--- src/gi_pkg.sv ---
// ============================================================================
// gi_pkg: shared types and constants of the graph isomorphism tester
// Holds the action codes, register map, sequencer states and the control
// structs passed between the top level and the search core.
// ============================================================================
package gi_pkg;

	localparam int MAX_STATES_DEF = 16;

	localparam int SC_W = 5;
	localparam logic [SC_W-1:0] SC_RESET = 5'd16;

	localparam logic [1:0] ACT_WR_LEFT  = 2'd0;
	localparam logic [1:0] ACT_WR_RIGHT = 2'd1;
	localparam logic [1:0] ACT_TEST     = 2'd2;

	localparam logic REG_STATE_COUNT = 1'b0;

	typedef enum logic [4:0] {
		ST_IDLE,
		ST_DEG_CLR,
		ST_DEG,
		ST_ORD_KEY,
		ST_ORD_SCAN,
		ST_ORD_PUT,
		ST_ENTER,
		ST_T0,
		ST_T1,
		ST_T2,
		ST_T3,
		ST_CHK,
		ST_UNDO0,
		ST_UNDO1,
		ST_BACK0,
		ST_BACK1,
		ST_BACK2,
		ST_DONE
	} gi_state_t;

	typedef struct packed {
		logic wr_left;
		logic wr_right;
		logic start;
	} gi_cmd_t;

	typedef struct packed {
		logic busy;
		logic done;
		logic match;
	} gi_stat_t;

endpackage

--- src/gi_core.sv ---
// ============================================================================
// gi_core: adjacency stores and backtracking search sequencer
// Computes degrees, orders nodes by degree and runs the depth-first pairing
// search, one small step per cycle through a shared compare datapath.
// ============================================================================
module gi_core #(
	parameter int MAX_STATES = gi_pkg::MAX_STATES_DEF,
	localparam int AW = (MAX_STATES > 1) ? $clog2(MAX_STATES) : 1,
	localparam int CW = $clog2(MAX_STATES + 1)
) (
	input  logic                  clk,
	input  logic                  arst_n,
	input  gi_pkg::gi_cmd_t       cmd,
	input  logic [AW-1:0]         wr_addr,
	input  logic [MAX_STATES-1:0] wr_row,
	input  logic [CW-1:0]         n_i,
	output gi_pkg::gi_stat_t      stat
);

	localparam int KW = 2 * CW;

	gi_pkg::gi_state_t state_q, state_d;

	logic [MAX_STATES-1:0] adj_l_q [MAX_STATES];
	logic [MAX_STATES-1:0] adj_r_q [MAX_STATES];
	logic [CW-1:0] din_l_q  [MAX_STATES];
	logic [CW-1:0] din_r_q  [MAX_STATES];
	logic [CW-1:0] dout_l_q [MAX_STATES];
	logic [CW-1:0] dout_r_q [MAX_STATES];
	logic [AW-1:0] ord_l_q  [MAX_STATES];
	logic [AW-1:0] ord_r_q  [MAX_STATES];
	logic [AW-1:0] stack_q  [MAX_STATES];

	logic [CW-1:0] t_q, c_q, s_q, k_q, i_q, j_q;
	logic [CW-1:0] acc_l_q, acc_r_q;
	logic [AW-1:0] rank_l_q, rank_r_q;
	logic [AW-1:0] lt_q, rt_q, tmp_q;
	logic [KW-1:0] ks_l_q, ks_r_q;
	logic [MAX_STATES-1:0] rowl_q, rowr_q;
	logic match_q;

	logic [AW-1:0] lo_addr, ro_addr, dl_addr, dr_addr, al_addr, ar_addr;
	logic [AW-1:0] lo_rd, ro_rd;
	logic [KW-1:0] key_l, key_r;
	logic [MAX_STATES-1:0] row_l, row_r;
	logic bit_l, bit_r, less_l, less_r, edge_ok;
	logic last_c, last_t, last_s;

	assign last_c = (c_q + CW'(1)) == n_i;
	assign last_t = (t_q + CW'(1)) == n_i;
	assign last_s = (s_q + CW'(1)) == n_i;

	// Read address selection: each store is read at one place per cycle.
	always_comb begin
		lo_addr = i_q[AW-1:0];
		ro_addr = k_q[AW-1:0];
		dl_addr = lt_q;
		dr_addr = rt_q;
		al_addr = lt_q;
		ar_addr = rt_q;
		unique case (state_q)
			gi_pkg::ST_T1, gi_pkg::ST_BACK1: lo_addr = k_q[AW-1:0];
			gi_pkg::ST_CHK: begin
				lo_addr = j_q[AW-1:0];
				ro_addr = j_q[AW-1:0];
			end
			default: ;
		endcase
		unique case (state_q)
			gi_pkg::ST_ORD_KEY: begin
				dl_addr = s_q[AW-1:0];
				dr_addr = s_q[AW-1:0];
			end
			gi_pkg::ST_ORD_SCAN: begin
				dl_addr = t_q[AW-1:0];
				dr_addr = t_q[AW-1:0];
			end
			default: ;
		endcase
		lo_rd = ord_l_q[lo_addr];
		ro_rd = ord_r_q[ro_addr];
		unique case (state_q)
			gi_pkg::ST_DEG: begin
				al_addr = t_q[AW-1:0];
				ar_addr = t_q[AW-1:0];
			end
			gi_pkg::ST_CHK: begin
				al_addr = lo_rd;
				ar_addr = ro_rd;
			end
			default: ;
		endcase
	end

	assign key_l  = {din_l_q[dl_addr], dout_l_q[dl_addr]};
	assign key_r  = {din_r_q[dr_addr], dout_r_q[dr_addr]};
	assign row_l  = adj_l_q[al_addr];
	assign row_r  = adj_r_q[ar_addr];
	assign bit_l  = row_l[c_q[AW-1:0]];
	assign bit_r  = row_r[c_q[AW-1:0]];
	assign less_l = (key_l < ks_l_q) || ((key_l == ks_l_q) && (t_q < s_q));
	assign less_r = (key_r < ks_r_q) || ((key_r == ks_r_q) && (t_q < s_q));
	assign edge_ok = (row_l[lt_q] == row_r[rt_q]) && (rowl_q[lo_rd] == rowr_q[ro_rd]);

	always_comb begin
		state_d = state_q;
		unique case (state_q)
			gi_pkg::ST_IDLE:     if (cmd.start) state_d = gi_pkg::ST_DEG_CLR;
			gi_pkg::ST_DEG_CLR:  state_d = (n_i == '0) ? gi_pkg::ST_ENTER : gi_pkg::ST_DEG;
			gi_pkg::ST_DEG:      if (last_c && last_t) state_d = gi_pkg::ST_ORD_KEY;
			gi_pkg::ST_ORD_KEY:  state_d = gi_pkg::ST_ORD_SCAN;
			gi_pkg::ST_ORD_SCAN: if (last_t) state_d = gi_pkg::ST_ORD_PUT;
			gi_pkg::ST_ORD_PUT:  state_d = last_s ? gi_pkg::ST_ENTER : gi_pkg::ST_ORD_KEY;
			gi_pkg::ST_ENTER:    state_d = (k_q >= n_i) ? gi_pkg::ST_DONE : gi_pkg::ST_T0;
			gi_pkg::ST_T0:       state_d = (i_q >= n_i) ? gi_pkg::ST_BACK0 : gi_pkg::ST_T1;
			gi_pkg::ST_T1:       state_d = (key_l != key_r) ? gi_pkg::ST_BACK0 : gi_pkg::ST_T2;
			gi_pkg::ST_T2:       state_d = gi_pkg::ST_T3;
			gi_pkg::ST_T3:       state_d = gi_pkg::ST_CHK;
			gi_pkg::ST_CHK: begin
				if (!edge_ok) state_d = gi_pkg::ST_UNDO0;
				else if (j_q == k_q) state_d = gi_pkg::ST_ENTER;
			end
			gi_pkg::ST_UNDO0:    state_d = gi_pkg::ST_UNDO1;
			gi_pkg::ST_UNDO1:    state_d = gi_pkg::ST_T0;
			gi_pkg::ST_BACK0:    state_d = (k_q == '0) ? gi_pkg::ST_DONE : gi_pkg::ST_BACK1;
			gi_pkg::ST_BACK1:    state_d = gi_pkg::ST_BACK2;
			gi_pkg::ST_BACK2:    state_d = gi_pkg::ST_UNDO0;
			gi_pkg::ST_DONE:     state_d = gi_pkg::ST_IDLE;
			default:             state_d = gi_pkg::ST_IDLE;
		endcase
	end

	always_comb begin
		stat.busy  = (state_q != gi_pkg::ST_IDLE);
		stat.done  = (state_q == gi_pkg::ST_DONE);
		stat.match = match_q;
	end

	always_ff @(posedge clk or negedge arst_n) begin
		if (!arst_n) begin
			state_q <= gi_pkg::ST_IDLE;
			match_q <= 1'b0;
		end else begin
			state_q <= state_d;
			if (state_q == gi_pkg::ST_ENTER && k_q >= n_i) match_q <= 1'b1;
			if (state_q == gi_pkg::ST_BACK0 && k_q == '0) match_q <= 1'b0;
		end
	end

	always_ff @(posedge clk) begin
		if (cmd.wr_left) adj_l_q[wr_addr] <= wr_row;
		if (cmd.wr_right) adj_r_q[wr_addr] <= wr_row;
		case (state_q)
			gi_pkg::ST_DEG_CLR: begin
				for (int e = 0; e < MAX_STATES; e++) begin
					din_l_q[e] <= '0;
					din_r_q[e] <= '0;
				end
				t_q <= '0;
				c_q <= '0;
				s_q <= '0;
				k_q <= '0;
				acc_l_q <= '0;
				acc_r_q <= '0;
			end
			gi_pkg::ST_DEG: begin
				din_l_q[c_q[AW-1:0]] <= din_l_q[c_q[AW-1:0]] + CW'(bit_l);
				din_r_q[c_q[AW-1:0]] <= din_r_q[c_q[AW-1:0]] + CW'(bit_r);
				if (last_c) begin
					dout_l_q[t_q[AW-1:0]] <= acc_l_q + CW'(bit_l);
					dout_r_q[t_q[AW-1:0]] <= acc_r_q + CW'(bit_r);
					acc_l_q <= '0;
					acc_r_q <= '0;
					c_q <= '0;
					t_q <= t_q + CW'(1);
				end else begin
					acc_l_q <= acc_l_q + CW'(bit_l);
					acc_r_q <= acc_r_q + CW'(bit_r);
					c_q <= c_q + CW'(1);
				end
			end
			gi_pkg::ST_ORD_KEY: begin
				ks_l_q <= key_l;
				ks_r_q <= key_r;
				t_q <= '0;
				rank_l_q <= '0;
				rank_r_q <= '0;
			end
			gi_pkg::ST_ORD_SCAN: begin
				rank_l_q <= rank_l_q + AW'(less_l);
				rank_r_q <= rank_r_q + AW'(less_r);
				t_q <= t_q + CW'(1);
			end
			gi_pkg::ST_ORD_PUT: begin
				ord_l_q[rank_l_q] <= s_q[AW-1:0];
				ord_r_q[rank_r_q] <= s_q[AW-1:0];
				s_q <= s_q + CW'(1);
			end
			gi_pkg::ST_ENTER: i_q <= k_q;
			gi_pkg::ST_T0: begin
				lt_q <= lo_rd;
				rt_q <= ro_rd;
			end
			gi_pkg::ST_T1: tmp_q <= lo_rd;
			gi_pkg::ST_T2: begin
				ord_l_q[k_q[AW-1:0]] <= lt_q;
				rowl_q <= row_l;
				rowr_q <= row_r;
			end
			gi_pkg::ST_T3: begin
				ord_l_q[i_q[AW-1:0]] <= tmp_q;
				j_q <= '0;
			end
			gi_pkg::ST_CHK: begin
				if (edge_ok && j_q == k_q) begin
					stack_q[k_q[AW-1:0]] <= i_q[AW-1:0];
					k_q <= k_q + CW'(1);
				end else begin
					j_q <= j_q + CW'(1);
				end
			end
			gi_pkg::ST_UNDO0: ord_l_q[k_q[AW-1:0]] <= tmp_q;
			gi_pkg::ST_UNDO1: begin
				ord_l_q[i_q[AW-1:0]] <= lt_q;
				i_q <= i_q + CW'(1);
			end
			gi_pkg::ST_BACK0: if (k_q != '0) k_q <= k_q - CW'(1);
			gi_pkg::ST_BACK1: begin
				i_q <= CW'(stack_q[k_q[AW-1:0]]);
				lt_q <= lo_rd;
			end
			gi_pkg::ST_BACK2: tmp_q <= lo_rd;
			default: ;
		endcase
	end

endmodule

--- config.mk ---
export PLATFORM = sky130hd
export DESIGN_NAME = gi_core
export DESIGN_NICKNAME = d
export VERILOG_FILES = /design/src/gi_pkg.sv /design/src/gi_core.sv
export SDC_FILE = /design/constraint.sdc
export NUM_CORES = 2
export LEC_CHECK = 0
export BUFFER_PORTS_ARGS = -buffer_cell sky130_fd_sc_hd__clkbuf_2
export CAP_MARGIN = 40
export CORE_AREA = 2 2 425 427
export DETAILED_ROUTE_END_ITERATION = 8
export DIE_AREA = 0 0 427 429
export PLACE_DENSITY_LB_ADDON = 0.12
export SETUP_SLACK_MARGIN = 0.2
export SYNTH_ARGS = -nofsm -noshare
export SYNTH_HDL_FRONTEND = slang
export SYNTH_SLANG_ARGS = --single-unit
--- constraint.sdc ---
create_clock -name clk -period 14.6 [get_ports clk]
set_clock_uncertainty 0.1 [all_clocks]
set_input_delay 0 -clock clk [delete_from_list [all_inputs] [get_ports clk]]
set_output_delay 0 -clock clk [all_outputs]
set_load 0.05 [all_outputs]
# After elaboration in Yosys (flattened, before gate mapping)
# Memories as Yosys holds them, arrays and structs flattened. A register that Yosys moved wholly into a read port is not among the register bits.
# Index checks and enable logic that the tools add are counted.
# op_classes
add_sub_neg	13
magnitude_cmp	10
n_eq_ne	34
n_mux	90
bitwise_logic	2
reduce_logical	34
# ops
operator	n
one-hot mux 5 bit (17 select lines)	1
two-way mux 5 bit	16
one-hot mux 4 bit (2 select lines)	7
one-hot mux 5 bit (2 select lines)	5
two-way mux 4 bit	12
one-hot mux 5 bit (3 select lines)	3
== test 5 x 4 -> 1 bit (second input constant)	8
two-way mux 1 bit	36
adder 5 x 1 -> 5 bit (second input constant)	6
less-than comparator 4 x 5 -> 1 bit (second input constant)	5
binary-select mux 1 bit (select 4 bit)	6
adder 5 x 1 -> 5 bit	4
== test 10 bit	2
== test 5 x 3 -> 1 bit (second input constant)	4
== test 5 bit	4
less-than comparator 10 bit	2
zero test 5 bit	3
two-way mux 3 bit	4
!= test 2 bit (second input constant)	6
== test 5 x 2 -> 1 bit (second input constant)	2
== test 5 bit (second input constant)	2
greater-or-equal comparator 5 bit	2
!= test 10 bit	1
nonzero test 2 bit	5
18 further kinds	37
# word_totals
ff_bits	118
mem_bits_rw	1024
inputBits	30
memories	9
# memory_table
memory	depth	width	rd	rd_ports_with_merged_regs	wr	line_no	text
adj_l_q	16	16	1	0	1	gi_core.sv:24	logic [MAX_STATES-1:0] adj_l_q [MAX_STATES];
adj_r_q	16	16	1	0	1	gi_core.sv:25	logic [MAX_STATES-1:0] adj_r_q [MAX_STATES];
din_l_q	16	5	2	1	16	gi_core.sv:26	logic [CW-1:0] din_l_q [MAX_STATES];
din_r_q	16	5	2	1	16	gi_core.sv:27	logic [CW-1:0] din_r_q [MAX_STATES];
dout_l_q	16	5	1	0	1	gi_core.sv:28	logic [CW-1:0] dout_l_q [MAX_STATES];
dout_r_q	16	5	1	0	1	gi_core.sv:29	logic [CW-1:0] dout_r_q [MAX_STATES];
+3 memories	-	-	-	-	-	-	

# Longest topological paths before layout
# An unclocked memory read counts as a cell.
# logic_depth
ltp_word	14
mapped_depth	28

# Least setup slack after synthesis
# OpenSTA, ideal clock, no wires.
# synth_path
path_type	register to register
start	register state_q[1]
end	memory din_r_q[10][4] (netlist name) (data pin)
setup_ns	0.265
arrival_time_ns	5.765
slack_ns	8.470
path_stages_with_launch	24
synth_period_minus_slack_ns	6.130
path_cell_list	dfrtp_1 > buf_6 > or3_1 > buf_6 > a21o_4 > a211oi_2 > o32ai_1 > and4_1 > o31ai_1 > o311a_1 > buf_6 > buf_6 > buf_4 > mux2i_1 > o22ai_1 > or4_1 > mux4_2 > mux4_2 > ha_1 > ha_1 > nand3_1 > xor2_1 > clkbuf_1 > nor2_1
# synth_rtl
item	line_no	text
start, declared	gi_core.sv:22	gi_pkg::gi_state_t state_q, state_d;
start signal, assigned	gi_core.sv:141	state_q <= gi_pkg::ST_IDLE;
start signal, assigned	gi_core.sv:144	state_q <= state_d;
end, declared	gi_core.sv:27	

==> results.yml <==
logic_synthesis:
  synth-main-ff-cell: "edfxtp_1"
  synth_area_leaders: "edfxtp_1 66%, mux2i_1 4.5%, mux4_2 3.8%"
  synth-compound-area-share_pct: 9.016
  yosys_warnings: 0
  ys_types: 99
  synthSimpleGateAreaFrac_pct: 9.305
  ys_seq_area_share_pct: 66.84
  syn_nets: 3665
  synth_xor_area_share_pct: 1.176
  syn_area_mm2: 0.05150
  synthCells: 3574
  synth_top_family_by_area: "multiplexers"
  synth.top_cell.area_share_pct: 66.24
  ys_ff_latch: 1150
  async_flop_share_pct: 0.5217
  synthAdderAreaFrac_pct: 1.497
  synth.area.mux_share_pct: 9.371
  syn_area_per_cell_um2: 14.41
  synth_top_cell_by_area: "edfxtp_1"
  synth_edf_count: 1136
cells_and_area:
  area_growth_pct: 15.98
  stdcell_count: 6148
  fillCellCount: 17420
  layout.nets: 3781
  layout-drive-gt1-share_pct: 15.28
  finalInstanceArea_mm2: 0.05973
power_and_ir_drop:
  p_leak_nw: 20.22
  p_comb_share_pct: 40.6
  pwr-share-seq_pct: 34.3
  ir_drop_mv: 0.1240
  internal-power_mw: 8.040
  power_density_mw_per_mm2: 221.2
  p_switching_mw: 5.173
  pwr-share-clk_pct: 25.1
  switching_share_pct: 39.15
floorplan:
  rows: 155
  dieArea_mm2: 0.1832
  die_h_um: 429
  die_x_um: 427
  core-area_mm2: 0.1780
  start_util_pct: 28.93
  io_pins: 33
global_routing:
  first_global_vias: 31200
  grt_usage_pct: 16.69
  grt_pass1_wl_um: 224100
  grt_overflow_total: 0
  met3_usage_pct: 2.664
  grt_use_met2_pct: 26.39
  grt_max_degree: 82
  grtUsageMet1_pct: 23.73
  antenna_found_initial: 6
  gr-max-usage-layer: "met2"
sta:
  hold_viol: 0
  layout_setup_ws_ns: 5.776
  tightestPinTransition_ns: 0.9319
  finalSetupTns_ns: 0
  timing.final.crit_period_ns: 8.824
  rsz0062_at_grt: "false"
  slew_headroom_pct: 37.40
  slew_violations: 0
  fmax_mhz: 113.3
  period_share_pct: 60.44
  setup_viol: 0
clocking:
  ctsRootBufferMaster: "clkbuf_16"
  path_clk_slew_ns: 0.06
  cts_made_buffers: 136
  cts_tree: "built"
  clock_sinks: 1150
  htree_levels: 4
  cts_buffer_depth: 3
  insertion_delay_ns: 0.79
worst_setup_path:
  r2r_start: "state_q[2]"
  cp-end-kind: "flip-flop"
  ff2ff_path_depth: 20
  r2r_end: "din_r_q[13][2]"
  r2r_setup_slack_ns: 5.78
  crit_required_ns: 15.00
  worst-setup-path-type: "reg2reg"
  cp-endpoint: "din_r_q[13][2]"
  crit_arrival_ns: 9.23
  start_kind: "flip-flop"
  setup.worst_path.start: "state_q[2]"
  path_max_fanout: 47
routing:
  avgViaCountPerCell: 5.021
  drt-initial-drc-count: 2547
  wl_um: 153800
  vias: 30870
  firstDrtPassIters: 5
  drc: 0
  wl_per_cell_um: 25.01
  antenna_left: 0
worst_hold_path:
  hold_class: "in2reg"
outcome:
  status: "finished clean"
placement:
  globalplace.congestion: 0.8123
  dp_cells: 5875
  dp_hpwl_um: 98500
  dpl-instance-area_mm2: 0.05514
  io_buffers: 32
  dp_slack_ns: 5.803
flow_run:
  maxCapViolCount: 0
==> placed cells by master (no fill, tap or decap), types with 45 or more instances in the layout <==
master / count
clkbuf_16: 138
a211oi_1: 160
and2_1: 106
edfxtp_1: 1136
a221oi_1: 69
o22ai_1: 45
mux2i_1: 234
nand2_1: 311
a21oi_1: 143
inv_1: 73
buf_4: 117
nor2_1: 214
a31oi_1: 48
ha_1: 60
nand3_1: 51
and3_1: 77
mux4_2: 88
==> registers in the layout, summed over array words and instances, names as in the netlist, 10 cells and up, named ones only <==
name,count
din_r_q,80
rowl_q,16
ks_r_q,10
ord_l_q,64
rowr_q,16
ks_l_q,10
din_l_q,80
adj_r_q,256
adj_l_q,256
stack_q,64
dout_l_q,80
ord_r_q,64
dout_r_q,80
==> routing by layer <==
metal  wire [um]  part of all wire, %
met5           7               0.0046
met4        3260                  2.1
met3        5855                  3.8
met2       71950                   47
met1       72690                   47
==> cell type report <==
type,instances,area [um^2],area share [%]
Clock inverter,61,653.1,1.093
Timing Repair Buffer,211,1904,3.188
Sequential cell,1150,34430,57.64
Tap cell,2355,2947,4.933
Clock buffer,177,3610,6.044
Inverter,75,281.5,0.4713
Antenna cell,3,7.507,0.01257
Multi-Input combinational cell,2116,15900,26.62
==> cells by family (layout without fill, tap and decap cells) <==
family,Yosys count,count (layout)
DFF,1150,1150
and+or+nand+nor,972,972
AOI/OAI and AO/OA,650,650
muxes,366,366
buffers and inverters,308,524
xor gates and xnor gates,67,67
adders and majority gates,61,61
other,0,3
==> worst min path at each step <==
stage | start | end | slack, ns | cells past startpoint
floorplan | arst_n | match_q | -0.40 | 0
global placement | arst_n | match_q | -0.23 | 1
detailed placement | arst_n | match_q | -0.23 | 1
CTS | n_i[4] | state_q[2] | 0.03 | 9
global route | wr_row[12] | adj_l_q[3][12] | 0.11 | 3
finish | n_i[4] | state_q[2] | 0.09 | 9
==> power groups by stage <==
stage / logic, mW / clock network (mW) / registers [mW]
final: 5.36 / 3.32 / 4.54
after global routing: 5.85 / 3.53 / 4.57
after global placement: 5.27 / 0 / 4.62
after floorplan: 3.48 / 0 / 4.47
after CTS: 5.45 / 3.41 / 4.54
after detailed placement: 5.42 / 0 / 4.60
==> stage by stage <==
stage / power [mW] / hold slack (ns) / util, %
6_report: 13.21 / 0.08583 / 33.55
5_1_grt: 13.95 / 0.1093 / 33.55
4_1_cts: 13.40 / 0.02539 / 33.54
3_5_place_dp: 10.03 / -0.2342 / 30.97
3_3_place_gp: 9.892 / -0.2288 / 30.62
2_1_floorplan: 7.960 / -0.3956 / -
==> cells in the mapped netlist, drive strengths merged (24+ instances only) <==
cell type  number
nor3           41
a221oi         71
mux2i         235
a21o           27
ha             60
a31oi          48
o21ai          37
nand2         313
xnor2          39
buf            99
o22ai          45
a21oi         146
edfxtp       1136
xor2           28
mux4           88
and2          106
inv            74
nand3          53
nand2b         24
mux2           43
nor4           34
nor2          249
a211oi        166
and3           77
clkbuf        134
==> repair_timing <==
action,in CTS,in global routing
hold buffers,31,0
resized for setup,0,0
hold endpoints to repair,993,0
buffers inserted,0,0
==> critical path: stages, from the launching register on <==
cell and delay [ns]:
dfrtp_1 0.67, or3_1 0.64, a21o_4 0.31, a211oi_2 0.53, buf_4 0.30, o32ai_1 0.11
and4_1 0.25, o31ai_1 0.42, o311a_4 0.32, buf_16 0.27, buf_4 0.68, mux2_2 0.42
a22o_1 0.23, or4_1 0.62, mux4_2 0.51, mux4_2 0.59, ha_1 0.28, ha_1 0.24
xnor2_1 0.63, buf_4 0.29, nor2_1 0.05
Note: power is estimated with default switching activity, not from simulation.
